===== src/acfcp_pkg.sv =====
`timescale 1ns / 1ps

package acfcp_pkg;

	// Character codes
	localparam logic [7:0] CHAR_0       = 8'h30;
	localparam logic [7:0] CHAR_9       = 8'h39;
	localparam logic [7:0] CHAR_UPPER_A = 8'h41;
	localparam logic [7:0] CHAR_UPPER_F = 8'h46;
	localparam logic [7:0] CHAR_LOWER_A = 8'h61;
	localparam logic [7:0] CHAR_LOWER_F = 8'h66;
	localparam logic [7:0] CMD_STD_DATA = 8'h74;  // t
	localparam logic [7:0] CMD_EXT_DATA = 8'h54;  // T
	localparam logic [7:0] CMD_STD_RTR  = 8'h72;  // r
	localparam logic [7:0] CMD_EXT_RTR  = 8'h52;  // R

	// Command layout
	localparam logic [4:0] COUNT_MAX   = 5'd31;
	localparam logic [7:0] MAX_BYTES   = 8'd8;
	localparam logic [4:0] STD_DLC_POS = 5'd4;
	localparam logic [4:0] EXT_DLC_POS = 5'd9;
	localparam int         NUM_BYTES   = 8;

	// Reply codes
	localparam logic [1:0] REPLY_OK    = 2'd0;
	localparam logic [1:0] REPLY_ERR   = 2'd1;
	localparam logic [1:0] REPLY_EMPTY = 2'd2;

	typedef struct packed {
		logic [7:0] character;
		logic       end_of_command;
		logic       empty_command;
	} acfcp_item_t;

	typedef struct packed {
		logic [1:0]  reply_code;
		logic        frame_valid;
		logic [31:0] frame_id;
		logic        frame_extended;
		logic        frame_remote;
		logic [3:0]  frame_length;
		logic [63:0] frame_data;
	} acfcp_result_t;

	function automatic logic [3:0] hex_nibble(input logic [7:0] c);
		logic [7:0] d;
		d = 8'd0;
		case (c) inside
			[CHAR_0:CHAR_9]:             d = c - CHAR_0;
			[CHAR_UPPER_A:CHAR_UPPER_F]: d = c - CHAR_UPPER_A + 8'd10;
			[CHAR_LOWER_A:CHAR_LOWER_F]: d = c - CHAR_LOWER_A + 8'd10;
			default:                     d = 8'd0;
		endcase
		return d[3:0];
	endfunction

	function automatic logic is_ext(input logic [7:0] l);
		return (l == CMD_EXT_DATA) || (l == CMD_EXT_RTR);
	endfunction

endpackage


===== src/acfcp_accum.sv =====
`timescale 1ns / 1ps

module acfcp_accum (
	input  logic                   clk,
	input  logic                   arst_n,
	input  logic                   step,
	input  acfcp_pkg::acfcp_item_t item,
	output acfcp_pkg::acfcp_result_t result
);
	import acfcp_pkg::*;

	logic [7:0]  first_q, n_first;
	logic [4:0]  count_q, n_count;
	logic [31:0] id_q, n_id;
	logic [7:0]  dlc_q, n_dlc;
	logic [63:0] data_q, n_data;
	logic [3:0]  hold_q, n_hold;

	logic        take;
	logic [3:0]  nib;
	logic [4:0]  dpos;
	logic [4:0]  off;
	logic [3:0]  idx;

	logic        known_cmd;
	logic        r_ext;
	logic        r_rtr;
	logic [4:0]  r_hdr;
	logic [5:0]  r_need;
	logic        r_ok;

	assign take = step && !item.empty_command;
	assign nib  = hex_nibble(item.character);
	assign dpos = is_ext(first_q) ? EXT_DLC_POS : STD_DLC_POS;
	assign off  = count_q - dpos - 5'd1;
	assign idx  = off[4:1];

	// Next state: fold one character into the accumulators
	always_comb begin
		n_first = first_q;
		n_count = count_q;
		n_id    = id_q;
		n_dlc   = dlc_q;
		n_data  = data_q;
		n_hold  = hold_q;
		if (take && count_q != COUNT_MAX) begin
			n_count = count_q + 5'd1;
			if (count_q == 5'd0) begin
				n_first = item.character;
			end else if (count_q < dpos) begin
				n_id = {id_q[27:0], nib};
			end else if (count_q == dpos) begin
				n_dlc = item.character - CHAR_0;
			end else if (!off[0]) begin
				n_hold = nib;
			end else begin
				for (int b = 0; b < NUM_BYTES; b++) begin
					if (idx == 4'(b)) begin
						n_data[8*b +: 8] = data_q[8*b +: 8] | {hold_q, nib};
					end
				end
			end
		end
	end

	// Verdict on the updated state
	always_comb begin
		known_cmd = (n_first == CMD_STD_DATA) || (n_first == CMD_EXT_DATA) ||
		            (n_first == CMD_STD_RTR)  || (n_first == CMD_EXT_RTR);
		r_ext  = is_ext(n_first);
		r_rtr  = (n_first == CMD_STD_RTR) || (n_first == CMD_EXT_RTR);
		r_hdr  = (r_ext ? EXT_DLC_POS : STD_DLC_POS) + 5'd1;
		r_need = {1'b0, n_dlc[3:0], 1'b0} + {1'b0, r_hdr};
		if (n_count < r_hdr) begin
			r_ok = 1'b0;
		end else if (n_dlc > MAX_BYTES) begin
			r_ok = 1'b0;
		end else if (r_rtr) begin
			r_ok = (n_count == r_hdr);
		end else begin
			r_ok = ({1'b0, n_count} == r_need);
		end

		result = '0;
		if (n_count == 5'd0) begin
			result.reply_code = REPLY_EMPTY;
		end else if (!known_cmd) begin
			result.reply_code = REPLY_OK;
		end else if (!r_ok) begin
			result.reply_code = REPLY_ERR;
		end else begin
			result.reply_code     = REPLY_OK;
			result.frame_valid    = 1'b1;
			result.frame_id       = r_ext ? n_id : {20'd0, n_id[11:0]};
			result.frame_extended = r_ext;
			result.frame_remote   = r_rtr;
			result.frame_length   = n_dlc[3:0];
			result.frame_data     = r_rtr ? 64'd0 : n_data;
		end
	end

	always_ff @(posedge clk or negedge arst_n) begin
		if (!arst_n) begin
			first_q <= '0;
			count_q <= '0;
			id_q    <= '0;
			dlc_q   <= '0;
			data_q  <= '0;
			hold_q  <= '0;
		end else if (step) begin
			if (item.end_of_command) begin
				first_q <= '0;
				count_q <= '0;
				id_q    <= '0;
				dlc_q   <= '0;
				data_q  <= '0;
				hold_q  <= '0;
			end else begin
				first_q <= n_first;
				count_q <= n_count;
				id_q    <= n_id;
				dlc_q   <= n_dlc;
				data_q  <= n_data;
				hold_q  <= n_hold;
			end
		end
	end

endmodule


===== src/ascii_can_frame_command_parser.sv =====
`timescale 1ns / 1ps
// A result reaches the output once the transaction that carries the end marker has loaded
// the input register and then, when the result register has room, the result register.
// Throughput: one character per cycle while the result register is not blocked; the
// accumulator update lies between the input register and the result register, and an end
// marker waits in the input register while a stalled result still occupies the output.
// Reset: arst_n clears all valid flags and the command accumulators to zero.

module ascii_can_frame_command_parser (
	input  logic        clk,
	input  logic        arst_n,
	input  logic        in_valid,
	output logic        in_stall,
	input  logic [7:0]  character,
	input  logic        end_of_command,
	input  logic        empty_command,
	output logic        out_valid,
	input  logic        out_stall,
	output logic [1:0]  reply_code,
	output logic        frame_valid,
	output logic [31:0] frame_id,
	output logic        frame_extended,
	output logic        frame_remote,
	output logic [3:0]  frame_length,
	output logic [63:0] frame_data
);
	import acfcp_pkg::*;

	// Input register stage
	acfcp_item_t   item_s1;
	logic          valid_s1;
	logic          s1_fire;
	logic          in_take;

	// Result register
	acfcp_result_t result_comb;
	acfcp_result_t result_q;
	logic          out_valid_q;
	logic          out_room;
	logic          out_load;

	// The result register has room when empty or when its transaction leaves now
	assign out_room = !out_valid_q || !out_stall;

	// Advance stage 1 unless it carries an end marker and the result register is blocked
	assign s1_fire  = valid_s1 && (!item_s1.end_of_command || out_room);
	assign out_load = s1_fire && item_s1.end_of_command;

	// Hold the input side only while stage 1 cannot advance
	assign in_stall = valid_s1 && !s1_fire;
	assign in_take  = in_valid && !in_stall;

	always_ff @(posedge clk or negedge arst_n) begin
		if (!arst_n) begin
			valid_s1 <= 1'b0;
		end else if (!valid_s1 || s1_fire) begin
			valid_s1 <= in_take;
		end
	end

	// Capture the payload of each accepted transaction
	always_ff @(posedge clk) begin
		if (in_take) begin
			item_s1.character      <= character;
			item_s1.end_of_command <= end_of_command;
			item_s1.empty_command  <= empty_command;
		end
	end

	// Fold the character into the command state and judge the command
	acfcp_accum u_accum (
		.clk    (clk),
		.arst_n (arst_n),
		.step   (s1_fire),
		.item   (item_s1),
		.result (result_comb)
	);

	always_ff @(posedge clk or negedge arst_n) begin
		if (!arst_n) begin
			out_valid_q <= 1'b0;
		end else if (out_load) begin
			out_valid_q <= 1'b1;
		end else if (!out_stall) begin
			out_valid_q <= 1'b0;
		end
	end

	// Hold the result while the downstream side stalls
	always_ff @(posedge clk) begin
		if (out_load) begin
			result_q <= result_comb;
		end
	end

	assign out_valid      = out_valid_q;
	assign reply_code     = result_q.reply_code;
	assign frame_valid    = result_q.frame_valid;
	assign frame_id       = result_q.frame_id;
	assign frame_extended = result_q.frame_extended;
	assign frame_remote   = result_q.frame_remote;
	assign frame_length   = result_q.frame_length;
	assign frame_data     = result_q.frame_data;

endmodule

===== config.mk =====
export PLATFORM = sky130hd
export DESIGN_NAME = ascii_can_frame_command_parser
export DESIGN_NICKNAME = d
export VERILOG_FILES = /design/src/acfcp_pkg.sv /design/src/acfcp_accum.sv /design/src/ascii_can_frame_command_parser.sv
export SDC_FILE = /design/constraint.sdc
export NUM_CORES = 1
export LEC_CHECK = 0
export BUFFER_PORTS_ARGS = -buffer_cell sky130_fd_sc_hd__buf_2
export CAP_MARGIN = 20
export CORE_ASPECT_RATIO = 2
export CORE_UTILIZATION = 50
export CTS_CLUSTER_DIAMETER = 50
export DETAILED_ROUTE_END_ITERATION = 8
export GPL_TIMING_DRIVEN = 0
export HOLD_SLACK_MARGIN = 0.05
export PLACE_DENSITY_LB_ADDON = 0.15
export SKIP_CTS_REPAIR_TIMING = 1
export SYNTH_ARGS = -nofsm -noshare
export SYNTH_HDL_FRONTEND = slang
export SYNTH_SLANG_ARGS = --single-unit
export TNS_END_PERCENT = 30

===== constraint.sdc =====
create_clock -name clk -period 5.2 [get_ports clk]
set_input_delay 0.52 -clock clk [delete_from_list [all_inputs] [get_ports clk]]
set_output_delay 0.52 -clock clk [all_outputs]
set_load 0.005 [all_outputs]

; ---- Word level (Yosys, flattened, before mapping)
; Index checks and enable logic that the tools add are counted.
[word_totals]
ff_bits = 238
input_bits = 14
[classes]
add_sub_neg = 10
order_cmp = 9
n_eq_ne = 22
mux = 49
bitwise = 11
n_reduce_logical = 34
[op_table]
columns = cell, n
row1 = 2-to-1 mux 64 bit, 7
row2 = 2-to-1 mux 32 bit, 5
row3 = 2-to-1 mux 8 bit, 16
row4 = 2-to-1 mux 103 bit, 1
row5 = OR 8 bit, 8
row6 = "equality test 8 x 7 -> 1 bit, second input constant", 6
row7 = 2-to-1 mux 4 bit, 11
row8 = "equality test 4 x 3 -> 1 bit, second input constant", 4
row9 = "greater-or-equal comparator 8 x 7 -> 1 bit, second input constant", 2
row10 = "<= comparator 8 x 7 -> 1 bit, second input constant", 2
row11 = "adder 5 x 1 -> 5 bit, second input constant", 2
row12 = equality test 5 bit, 2
row13 = logical NOT 5 bit, 2
row14 = < comparator 5 bit, 2
row15 = 2-to-1 mux 5 bit, 2
row16 = logical AND 1 bit, 9
row17 = logical OR 1 bit, 9
row18 = "adder 4 bit, second input constant", 2
row19 = "equality test 4 x 2 -> 1 bit, second input constant", 2
row20 = "greater-or-equal comparator 8 x 6 -> 1 bit, second input constant", 1
row21 = "> comparator 8 x 4 -> 1 bit, second input constant", 1
row22 = "<= comparator 8 x 6 -> 1 bit, second input constant", 1
row23 = "!= test 2 bit, second input constant", 4
row24 = OR reduction 4 bit, 2
row25 = 18 further kinds, 32

; ---- Depth between registers and ports, before layout
; Gate-level depths: netlist of run 1.
[depth]
depth_word = 18
ltp_mapped = 19
mapped_depth_nobuf = 16

; ---- Cells and area by module
; Synthesis of run 1 repeated with hierarchy kept, for this count alone.
[hier_totals]
hier_cells = 864
area_unflattened_um2 = 10921.7
[modules_own_cells]
columns = mod, instances, cells_each, area_per_inst_um2, seq_area_each_um2
row1 = acfcp_accum, 1, 737, 7363.3, 3027.9
row2 = ascii_can_frame_command_parser, 1, 127, 3558.4, 3503.4

; ---- Worst setup path after synthesis of run 1
; OpenSTA, ideal clock, no wires.
[synth_timing]
kind = input to register
start = in out_stall
end = reg result_q (netlist bit frame_data[0]) (enable)
setup_time_ns = 0.510
arrival_time_ns = 4.346
path_slack_ns = 0.344
stages = 5
n_path_buf = 2
cell_sequence = nand3_1 -> nand2_1 -> nor2_1 -> clkbuf_1 -> buf_1
[synth_between]
elab_chain_len = 5
[synth_lines]
columns = element, line
row1 = from (decl), ascii_can_frame_command_parser.sv:18  ; input logic out_stall,
row2 = logical NOT 1 bit, -
row3 = logical OR 1 bit, ascii_can_frame_command_parser.sv:43  ; assign out_room = !out_valid_q || !out_stall;
row4 = logical OR 1 bit, ascii_can_frame_command_parser.sv:46  ; assign s1_fire = valid_s1 && (!item_s1.end_of_command || out_room);
row5 = logical AND 1 bit, ascii_can_frame_command_parser.sv:46
row6 = logical AND 1 bit, ascii_can_frame_command_parser.sv:47  ; assign out_load = s1_fire && item_s1.end_of_command;
row7 = net out_load, ascii_can_frame_command_parser.sv:40  ; logic out_load;
row8 = to (signal assigned), ascii_can_frame_command_parser.sv:92  ; result_q <= result_comb;
row9 = to (decl), ascii_can_frame_command_parser.sv:37  ; acfcp_result_t result_q;
; The timed path passes the listed nets, and every way through them passes these cells.
; A chain may end at the register's enable or synchronous reset.

; ---- Worst setup path in the final report of run 1
[layout_timing]
start = reg u_accum.count_q[1]
end = reg result_q (netlist bit frame_id[8]), data pin
[layout_between]
elab_cells_between_ends = 40
classes_between = 3 x add/sub / 3 x order compare / 8 x eq/ne / 15 x mux / 2 x bitwise / 9 x reduce/logical
[layout_rtl]
columns = element, line
row1 = from (decl), acfcp_accum.sv:13  ; logic [4:0] count_q, n_count;
row2 = from (signal assigned), acfcp_accum.sv:120  ; count_q <= n_count;
row3 = branches (longest 4 deep; another with < comparator 5 bit), -
row4 = 2-to-1 mux 8 bit *, acfcp_accum.sv:46  ; if (take && count_q != COUNT_MAX) begin
row5 = net u_accum.n_dlc[1], acfcp_accum.sv:15  ; logic [7:0] dlc_q, n_dlc;
row6 = adder 5 x 5 -> 6 bit, acfcp_accum.sv:73  ; r_need = {1'b0, n_dlc[3:0], 1'b0} + {1'b0, r_hdr};
row7 = equality test 5 x 6 -> 1 bit, acfcp_accum.sv:81  ; r_ok = ({1'b0, n_count} == r_need);
row8 = 2-to-1 mux 1 bit, acfcp_accum.sv:78  ; end else if (r_rtr) begin
row9 = 2-to-1 mux 1 bit *, acfcp_accum.sv:76  ; end else if (n_dlc > MAX_BYTES) begin
row10 = 2-to-1 mux 1 bit *, acfcp_accum.sv:74  ; if (n_count < r_hdr) begin
row11 = inverter 1 bit (no source line) *, -
row12 = OR reduction 3 bit (no source line) *, -
; Mark *: on every way through the listed nets, which the timed path passes.

==> impl_results.md, run 1 <==
- Busiest grt layer: met2
- Via count: just over 8000
- Power density over cell area: between 300 and 400 nW/um^2
- Hold Vio Cnt, Final: 0
- Cts bufs inserted: 21
- Via density: 5.93
- Crit path capture type: flip-flop
- Final wirelength: 28400 um
- Slew Limit Fails: 0
- Ant. Diodes: 0
- Pin count of the biggest net entering global routing: just under 70
- Clock Skews: 8.67 ps
- Slew margin rel.: 0.319
- Leak: 5.13 nW
- Core Box Area: 21700 um^2
- Crit path cell chain: ha_1 > and3_1 > ha_2 > or3b_1 > buf_4 > or3_1 > clkbuf_4 > nor2_4 > buf_4 > mux2i_4 > inv_2 > fa_2 > xnor2_2 > xnor3_1 > nor3_4 > o2111ai_4 > buf_8 > buf_6 > nor3_2
- Worst setup path startpoint: u_accum.count_q[1]
- Die Width: about 110 um
- Met3 usage: 0.0232
- Slowest-stage cell, CP: dfrtp_2
- Yosys reg bits: 238
- Max-Cap Viols: 0
- Max H-tree Level: 1
- Worst VDD drop: around 230 uV
- DP Wirelength: 20800 um
- Critical Path Start Type: flip-flop
- Critical path class: flip-flop to flip-flop
- Number of global-route vias before repair: 8213
- CP Data Arrival Time: 5380 ps
- Row count: between 70 and 80
- Initial antenna violation count: 0
- Worst-Margin Slew: 1020 ps
- Top Ports: 121
- Dpl cell area: around 12000 um^2
- Yosys warning count: 0
- R2R depth: 19
- Starting Density: 0.512
- Overall routing resource usage: 0.254
- Place WS: -1040 ps
- # fillers: about 1800
- Final instance area: about 13000 um^2
- Post-layout util: 0.612
- Fin worst setup slack: 177 ps
- Final setup viols: 0
- Syn_nets: 944
- Tcrit/Tclk final: 0.966
- Flop-to-flop setup slack: 180 ps
- Reg2reg end: frame_id[8]
- Number of synthesized flops with an enable pin: 115
- Max Freq: 199 MHz
- Die span in y: 213 um
- Drt drc: 0
- Layout cells sized above 1: 0.278
- WP data required: 5550 ps
- Routing usage on met2: 0.494
- Synth Cell Area: approximately 11000 um^2
- Slowest stage delay, CP: 440 ps
- Met1 Use GR: 0.263
- Fraction of registers with async set/reset: 0.517
- Sequential share of the synthesized area: 0.588
- Port bufs: 120
- Min cycle time layout: 5020 ps
- Most used cell, CP: buf_4
- WL/cell: 20.9 um
- Top_reg_cell synth: dfrtp_1
- Clock latency on the worst-skew pair: 510 ps
- Total power draw: 4.16 mW
- Post-synth cell types: 74
- R2R Path Start: u_accum.count_q[1]
- Global-route wire length before repair: between 40000 and 50000 um
- Synth Instances: 907
- Total iterations of the first detailed-routing run: 5
- Mapped Avg Cell Area: 12.2 um^2
- CTS tree: done
- CP Max Fanout: 10
- Post-route ant nets: 0
- P&R area growth vs syn: 19.5%
- Worst Setup EP: frame_id[8]
- Max Buffers Root-to-Sink: 3
- Clk root buf: clkbuf_16
- Hold Path Class: primary input to flip-flop
- Final nets: roughly 1100
- Reg clk slew, reported paths: 70 ps
- RD Place Congestion: 0.890
- # clock sinks: 238
- Overflow after GRT: 0
- Iter 0 DRT Violations: 386
- Status: completed
- Die footprint: between 20000 and 25000 um^2
## metal layers
metal	part of all wire	vias to the layer above
met5	0	-
met4	0.057	0
met3	0.031	83
met2	0.56	212
met1	0.35	4025
li1	-	3749
## report_power, final
group	internal [mW]	leakage, nW	switching (mW)
logic	0.158	1.96	0.326
registers	2.03	2.82	0.0346
clock network	0.913	0.342	0.699
## Yosys cell counts (5+ instances only)
cell,number,area [um^2]
xor2_1,5,43.8
a2111oi_1,6,60.1
a31oi_1,25,156
nand2b_1,6,37.5
xnor2_1,9,78.8
a211oi_1,18,135
nor3_1,31,155
inv_1,54,203
buf_2,13,65.1
a211oi_2,18,225
and2_1,10,62.6
buf_1,6,22.5
dfrtp_1,123,3080
clkbuf_1,27,101
nor4_1,12,75.1
mux2i_1,35,350
nor2_1,57,214
nand3_1,7,35.0
ha_1,22,275
a2111oi_2,7,105
o21ai_0,61,305
nor4_2,11,138
a22o_1,36,315
buf_6,8,90.1
nor3_2,22,220
a41oi_1,5,43.8
and3_1,10,62.6
edfxtp_1,115,3450
a21oi_1,47,235
nand2_1,35,131
## sequential cells by signal, summed over array words and instances, names as in the netlist
signal / cells
frame_data: 64
u_accum.data_q: 64
frame_id: 32
u_accum.id_q: 32
item_s1: 10
u_accum.dlc_q: 8
u_accum.first_q: 8
u_accum.count_q: 5
frame_length: 4
u_accum.hold_q: 4
reply_code: 2
frame_extended: 1
frame_remote: 1
frame_valid: 1
out_valid: 1
valid_s1: 1
## how the worst min path moves through the flow
stage | from | end | slack [ps] | cells past startpoint
after global routing | character[2] | item_s1[4] | 180 | 1
final | empty_command | item_s1[0] | 180 | 1
after floorplan | arst_n | out_valid | 220 | 0
after CTS | arst_n | u_accum.data_q[55] | -20 | 1
after detailed placement | u_accum.data_q[38] | u_accum.data_q[38] | 470 | 2
after global placement | u_accum.data_q[52] | u_accum.data_q[52] | 460 | 2
## worst max-delay path: cells and delay by family (launching register included)
family	cells	cell delay, ps
compound gates	1	260
xor+xnor	2	490
fa+ha+maj	3	820
buf+inv	6	1010
flops	1	440
mux	1	290
simple gates	6	1540
## cells by family after synthesis
family                   Yosys count  synth area share
AO/OA/AOI/OAI                    255             0.169
flip-flops                       238             0.588
AND/OR/NAND/NOR                  229             0.125
buffers and inverters            111            0.0454
multiplexers                      36            0.0326
adder cells (fa/ha/maj)           23            0.0266
XOR/XNOR                          15            0.0131
## final cells by class
class,count,area [um^2],share of cell area
Sequential cell,238,6530,0.493
Clock inverter,13,153,0.0115
Multi-Input combinational cell,558,4290,0.324
Timing Repair Buffer,143,855,0.0644
Inverter,54,203,0.0153
Buffer,57,340,0.0257
Tap cell,273,342,0.0257
Clock buffer,24,547,0.0412
## metrics by stage
step / TNS (ps) / hold WS (ps) / instances
final: 0 / 183 / 1360
after global routing: -144 / 175 / 1360
after CTS: -83170 / -21.2 / 1344
after detailed placement: -77940 / 470 / 1307
after global placement: -265040 / 462 / 1300
after floorplan: 0 / 224 / 907
## placed cells by master, fill, tap and decap left out, drive strengths merged, types with 36 or more instances in the layout
cell type / n
a211oi: 36
a21oi: 47
a22o: 36
buf: 169
clkbuf: 54
dfrtp: 123
edfxtp: 115
inv: 56
nor2: 59
nor3: 54
o21ai: 63
Note: power is estimated with default switching activity, not from simulation.
==> run 2, diff against run 1 <==
--- a/config.mk
+++ b/config.mk
@@ -16,2 +16,3 @@
 export PLACE_DENSITY_LB_ADDON = 0.15
+export RECOVER_POWER = 50
 export SKIP_CTS_REPAIR_TIMING = 1
==> constraint.sdc (replaced) <==
create_clock -name clk -period 5.16 [get_ports clk]
set_input_delay 0.516 -clock clk [delete_from_list [all_inputs] [get_ports clk]]
set_output_delay 0.516 -clock clk [all_outputs]
set_load 0.01 [all_outputs]
==> impl_results.md, run 2 (synthesis results as in run 1) <==
- CP Data Arrival Time: 5330 ps (-50 ps)
- Post-route ant nets: 0 (unchanged)
- Met3 routed WL: 943 um (+5.8%)
- Dpl cell area: 12100 um^2 (unchanged)
- WP data required: 5480 ps (-70 ps)
- Finished Layout Cells: 1360 (unchanged)
- Most frequent cells in the layout: 135 x clkbuf_1, 121 x dfrtp_1, 115 x edfxtp_1
- Via density: 5.94 (about the same)
- Max H-tree Level: 1 (unchanged)
- Final wirelength: 28600 um (+0.72%)
- Starting Density: 0.512 (unchanged)
- Core Box Area: 21700 um^2 (unchanged)
- Via count: 8074 (+0.062%)
- Final setup viols: 0 (unchanged)
- Die Width: 107 um (unchanged)
- Failing checks: max-capacitance violations, max-slew violations
- Worst setup path startpoint: u_accum.first_q[7]
- Pin count of the biggest net entering global routing: 69 (unchanged)
- Worst VDD drop: 230 uV (+1.6%)
- Overall routing resource usage: 0.254 (unchanged)
- Iter 0 DRT Violations: 394 (+2.1%)
- Initial antenna violation count: 0 (unchanged)
- Slowest-stage cell, CP: fa_2
- CTS tree: done
- Critical path class: flip-flop to flip-flop
- Hold Vio Cnt, Final: 0 (unchanged)
- Most used cell, CP: o2111ai_4
- Min cycle time layout: 5020 ps (-4.69 ps)
- CP Max Fanout: 6 (-4)
- Slew margin rel.: -1.21 (-1.53)
- # fillers: 1865 (+3.0%)
- Most common cell after layout, fill and taps aside: clkbuf_1
- Hold Startpoint: empty_command
- Layout cells sized above 1: 0.178 (-0.0994)
- Clock Skews: 9.89 ps (+1.23 ps)
- Die span in y: 213 um (unchanged)
- Port bufs: 120 (unchanged)
- Power density over cell area: 320 nW/um^2 (+1.9%)
- WL met1: 10100 um (+2.0%)
- Max Freq: 199 MHz (about the same)
- RD Place Congestion: 0.890 (unchanged)
- Tcrit/Tclk final: 0.972 (+0.00658)
- DP Wirelength: 20800 um (unchanged)
- Drt drc: 0 (unchanged)
- Max Buffers Root-to-Sink: 3 (unchanged)
- Crit path capture type: flip-flop
- Clock latency on the worst-skew pair: 510 ps (about the same)
- Slowest stage delay, CP: 420 ps (-20 ps)
- Final instance area: 13100 um^2 (-0.97%)
- Cts bufs inserted: 21 (unchanged)
- Leak: 4.80 nW (-6.4%)
- Top routing layer in use: met4
- R2R Path Start: u_accum.first_q[7]
- Overflow after GRT: 0 (unchanged)
- Slew Limit Fails: 56 (+56)
- Final nets: 1110 (unchanged)
- Row count: 76 (unchanged)
- Reg clk slew, reported paths: 70 ps (about the same)
- Max-Cap Viols: 1 (+1)
- Die footprint: 22800 um^2 (unchanged)
- Ant. Diodes: 0 (unchanged)
- Top Ports: 121 (unchanged)
- P&R area growth vs syn: 18.3%
- Placed cells: 1307 (unchanged)
- # clock sinks: 238 (unchanged)
- Worst-Margin Slew: 3320 ps (+2300 ps)
- Global-route wire length before repair: 43800 um (unchanged)
- Total iterations of the first detailed-routing run: 5 (unchanged)
- WL/cell: 21.1 um (+0.72%)
- Critical Path Start Type: flip-flop
- DR WL met2: 16000 um (about the same)
- Clk root buf: clkbuf_16
- Crit path cell chain: nand4bb_2 > nor4_4 > inv_1 > ha_4 > and2_2 > o2111ai_4 > nor2_4 > mux2i_4 > inv_2 > ha_2 > fa_2 > xnor2_2 > xnor3_1 > nor3_4 > o2111ai_4 > clkbuf_16 > a2111oi_4
- Number of global-route vias before repair: 8213 (unchanged)
- Status: complete, but fails checks
- Hold Path Class: primary input to flip-flop
-- run 2: stage by stage --
stage	hold slack [ps]	TNS (ps)	utilization	setup slack (ps)	total power, mW
2_1_floorplan	220	0	-	308	2.42
3_3_place_gp	462	-273300	0.556	-1740	2.59
3_5_place_dp	470	-82100	0.560	-1080	2.59
4_1_cts	-25.2	-87330	0.592	-1130	4.21
5_1_grt	171	-490	0.606	-43.7	4.33
6_report	178	0	0.606	142	4.20
-- run 2: area by class of cell --
class / count / area, um^2 / area share
Buffer: 57 / 349 / 0.0266
Clock buffer: 24 / 547 / 0.0416
Clock inverter: 13 / 153 / 0.0116
Inverter: 54 / 203 / 0.0154
Multi-Input combinational cell: 558 / 4300 / 0.327
Sequential cell: 238 / 6530 / 0.497
Tap cell: 273 / 342 / 0.0260
Timing Repair Buffer: 143 / 709 / 0.0540
-- run 2: worst max-delay path, delay by kind of cell, from the launching register on --
family	cells	cell delay, ps
flops	1	390
simple gates	5	1450
compound gates	3	730
mux	1	280
buf+inv	3	510
fa+ha+maj	3	960
xor+xnor	2	490
-- run 2: routing by layer --
layer	vias up	GRT usage
met5	-	0
met4	0	0.131
met3	82	0.0232
met2	242	0.494
met1	4012	0.263
li1	3738	-
-- run 2: where the power goes --
group / internal (mW) / total (mW) / switching (mW) / leakage (nW)
Combinational: 0.151 / 0.493 / 0.343 / 1.64
Clock: 0.920 / 1.62 / 0.704 / 0.342
Sequential: 2.05 / 2.09 / 0.0361 / 2.82
-- run 2: final timing paths --
check	end	slack, ps	depth (start not counted)
min reg2reg	u_accum.data_q[46]	480	2
min in group asynchronous	u_accum.data_q[21]	1660	2
max in group asynchronous	u_accum.id_q[29]	1600	2
max	frame_id[3]	140	17
min	item_s1[0]	180	1
max reg2reg	frame_id[3]	140	17
==> run 3, diff against run 2 <==
Settings changed: ABC_AREA set to 1.
==> impl_results.md, run 3 <==
- Worst-Margin Slew: 2270 ps (-1050 ps)
- P&R area growth vs syn: 14.2%
- Synth Instances: 1115 (+23%)
- Slew Limit Fails: 126 (+130%)
- Sequential share of the synthesized area: 0.589 (about the same)
- # fillers: 1999 (+7.2%)
- Max-Cap Viols: 2 (+1)
- Most common cell after layout, fill and taps aside: nand2_1
- Max Freq: 203 MHz (+2.1%)
- Die footprint: 22800 um^2 (about the same)
- Critical Path Start Type: flip-flop
- Crit path capture type: flip-flop
- Min cycle time layout: 4920 ps (-102 ps)
- Overflow after GRT: 0 (unchanged)
- R2R depth: 24 (+7)
- R2R Path Start: u_accum.count_q[0]
- Layout cells sized above 1: 0.114 (-0.0643)
- Synth Cell Area: 11100 um^2 (about the same)
- Post-synth top area share: 0.311 (about the same)
- Iter 0 DRT Violations: 426 (+8.1%)
- Post-layout util: 0.584 (-0.0216)
- Total iterations of the first detailed-routing run: 5 (unchanged)
- Slew margin rel.: -0.513 (+0.698)
- Power density over cell area: 343 nW/um^2 (+7.2%)
- Post-route ant nets: 0 (unchanged)
- Reg clk slew, reported paths: 70 ps (about the same)
- Fin worst setup slack: 243 ps (+102 ps)
- Status: complete, but fails checks
- Top_reg_cell synth: dfrtp_1
- Worst VDD drop: 309 uV (+34%)
- Place WS: -55.0 ps (+1020 ps)
- DP Wirelength: 20200 um (-2.9%)
- RD Place Congestion: 0.887 (-0.37%)
- Die Width: 107 um (about the same)
- Core Box Area: 21700 um^2 (unchanged)
- Top-count cell post-synth: nand2_1
- Ant. Diodes: 0 (unchanged)
- Hold Vio Cnt, Final: 0 (unchanged)
- WP data required: 5510 ps (+30 ps)
- Mapped Avg Cell Area: 9.95 um^2 (-19%)
- Max Buffers Root-to-Sink: 3 (unchanged)
- WL/cell: 18.0 um (-15%)
- Final wirelength: 27900 um (-2.5%)
- Via count: 8503 (+5.3%)
- Yosys reg bits: 238 (unchanged)
- Failing checks: max-capacitance violations, max-slew violations
- Initial antenna violation count: 0 (unchanged)
- Most frequent cells in the layout: 153 x nand2_1, 148 x clkbuf_1, 144 x nor2_1
- Row count: 76 (unchanged)
- CP Max Fanout: 10 (+4)
- Met1 Use GR: 0.289 (+0.0261)
- Hold Slack: 179 ps (+0.749 ps)
- Final nets: 1301 (+17%)
- Hold Path Class: primary input to flip-flop
- Yosys warning count: 0 (unchanged)
- Number of global-route vias before repair: 8360 (+1.8%)
- Drt drc: 0 (unchanged)
- # clock sinks: 238 (unchanged)
- Die span in y: 213 um (about the same)
- Tcrit/Tclk final: 0.953 (-0.0197)
- Number of synthesized flops with an enable pin: 115 (unchanged)
- Syn_nets: 1152 (+22%)
- Clock Skews: 20.4 ps (+10.5 ps)
- Area leader, netlist: edfxtp_1
- Busiest grt layer: met2
- Met3 usage: 0.0256 (+0.00244)
- Clock latency on the worst-skew pair: 520 ps (about the same)
- Critical path class: flip-flop to flip-flop
- Fraction of registers with async set/reset: 0.517 (unchanged)
- Overall routing resource usage: 0.252 (-0.00189)
- Clk root buf: clkbuf_16
- Routing usage on met2: 0.466 (-0.0285)
- CTS tree: done
- RSZ-0062 raised after global routing: no
- Starting Density: 0.512 (about the same)
- Max H-tree Level: 1 (unchanged)
- Reg2reg end: frame_id[12]
- Hold depth: 1 (unchanged)
- Global-route wire length before repair: 43800 um (about the same)
- Via density: 5.48 (-7.7%)
- Top cells by count, synth: 154 x nand2_1, 146 x nor2_1, 123 x dfrtp_1
- Top Ports: 121 (unchanged)
- Synth area leaders: edfxtp_1 31%, dfrtp_1 28%, nor3_2 5.5%, nand2_1 5.2%, o21ai_0 5.1%
- Final setup viols: 0 (unchanged)
- Post-synth cell types: 39 (-47%)
- Cts bufs inserted: 21 (unchanged)
- Pin count of the biggest net entering global routing: 90 (+30%)
- WHS Endpoint: item_s1[8]
- Hold Startpoint: character[6]
- CP Data Arrival Time: 5270 ps (-60 ps)
- Port bufs: 120 (unchanged)
- Flop-to-flop setup slack: 240 ps (+100 ps)
- Leak: 5.08 nW (+5.9%)
[run 3: worst max-delay path, cell delays in order, from the launching register on]
cell and delay [ps]:
dfrtp_1 470, ha_1 250, nand2_1 80, nor2_1 50, ha_1 210, nor2_4 180
nand3_1 190, clkbuf_1 390, nor2_8 230, nand3_2 130, buf_6 170, o21ai_2 180
inv_1 70, ha_1 230, fa_1 400, xor2_1 250, nand3b_1 150, nand2_1 70
nor2_1 120, nand2_1 70, nand2_1 110, nand4_4 190, buf_6 240, buf_6 180
nor3_2 140
[run 3: layout make-up]
| class | count | area [um^2] | share of cell area |
|---|---|---|---|
| sequential | 238 | 6530 | 0.516 |
| multi-input combinational | 713 | 3910 | 0.308 |
| clock buffer | 27 | 569 | 0.0449 |
| timing repair buffer | 126 | 534 | 0.0422 |
| inverter | 110 | 415 | 0.0328 |
| tap | 273 | 342 | 0.0270 |
| buffer | 54 | 283 | 0.0223 |
| clock inverter | 11 | 87.6 | 0.00691 |
[run 3: how the worst max path moves through the flow]
stage | endpoint | cells after the start | from | slack, ps
floorplan | frame_data[0] | 8 | out_stall | 1160
detailed placement | frame_id[12] | 28 | u_accum.count_q[0] | -60
global placement | frame_id[7] | 9 | out_stall | -560
finish | frame_id[12] | 24 | u_accum.count_q[0] | 240
global route | frame_id[13] | 28 | u_accum.count_q[0] | 20
CTS | frame_id[12] | 28 | u_accum.count_q[0] | -70
[run 3: where the power goes]
group | switching (mW) | internal, mW
Clock | 0.705 | 0.838
Sequential | 0.0570 | 2.09
Combinational | 0.476 | 0.181
[run 3: kinds of logic (layout without fill, tap and decap cells)]
kind of cell / Yosys count / in the layout / synth area share
fa+ha+maj: 23 / 23 / 0.0266
buf+inv: 164 / 328 / 0.0627
compound gates: 231 / 231 / 0.112
simple gates: 451 / 451 / 0.203
xor+xnor: 8 / 8 / 0.00631
flops: 238 / 238 / 0.589
[run 3: layer usage]
layer	wire (um)	vias to the layer above
li1	-	4114
met1	10700	4104
met2	15200	233
met3	1050	52
met4	892	0
met5	0	-
[run 3: per-stage QoR]
step	cell area, um^2	TNS [ps]	power [mW]	instances
final	12700	0	4.34	1552
after global routing	12700	0	4.53	1552
after CTS	12800	-481	4.37	1550
after detailed placement	12100	-236	2.83	1512
after global placement	12000	-59010	2.82	1508
after floorplan	11100	0	2.61	1115
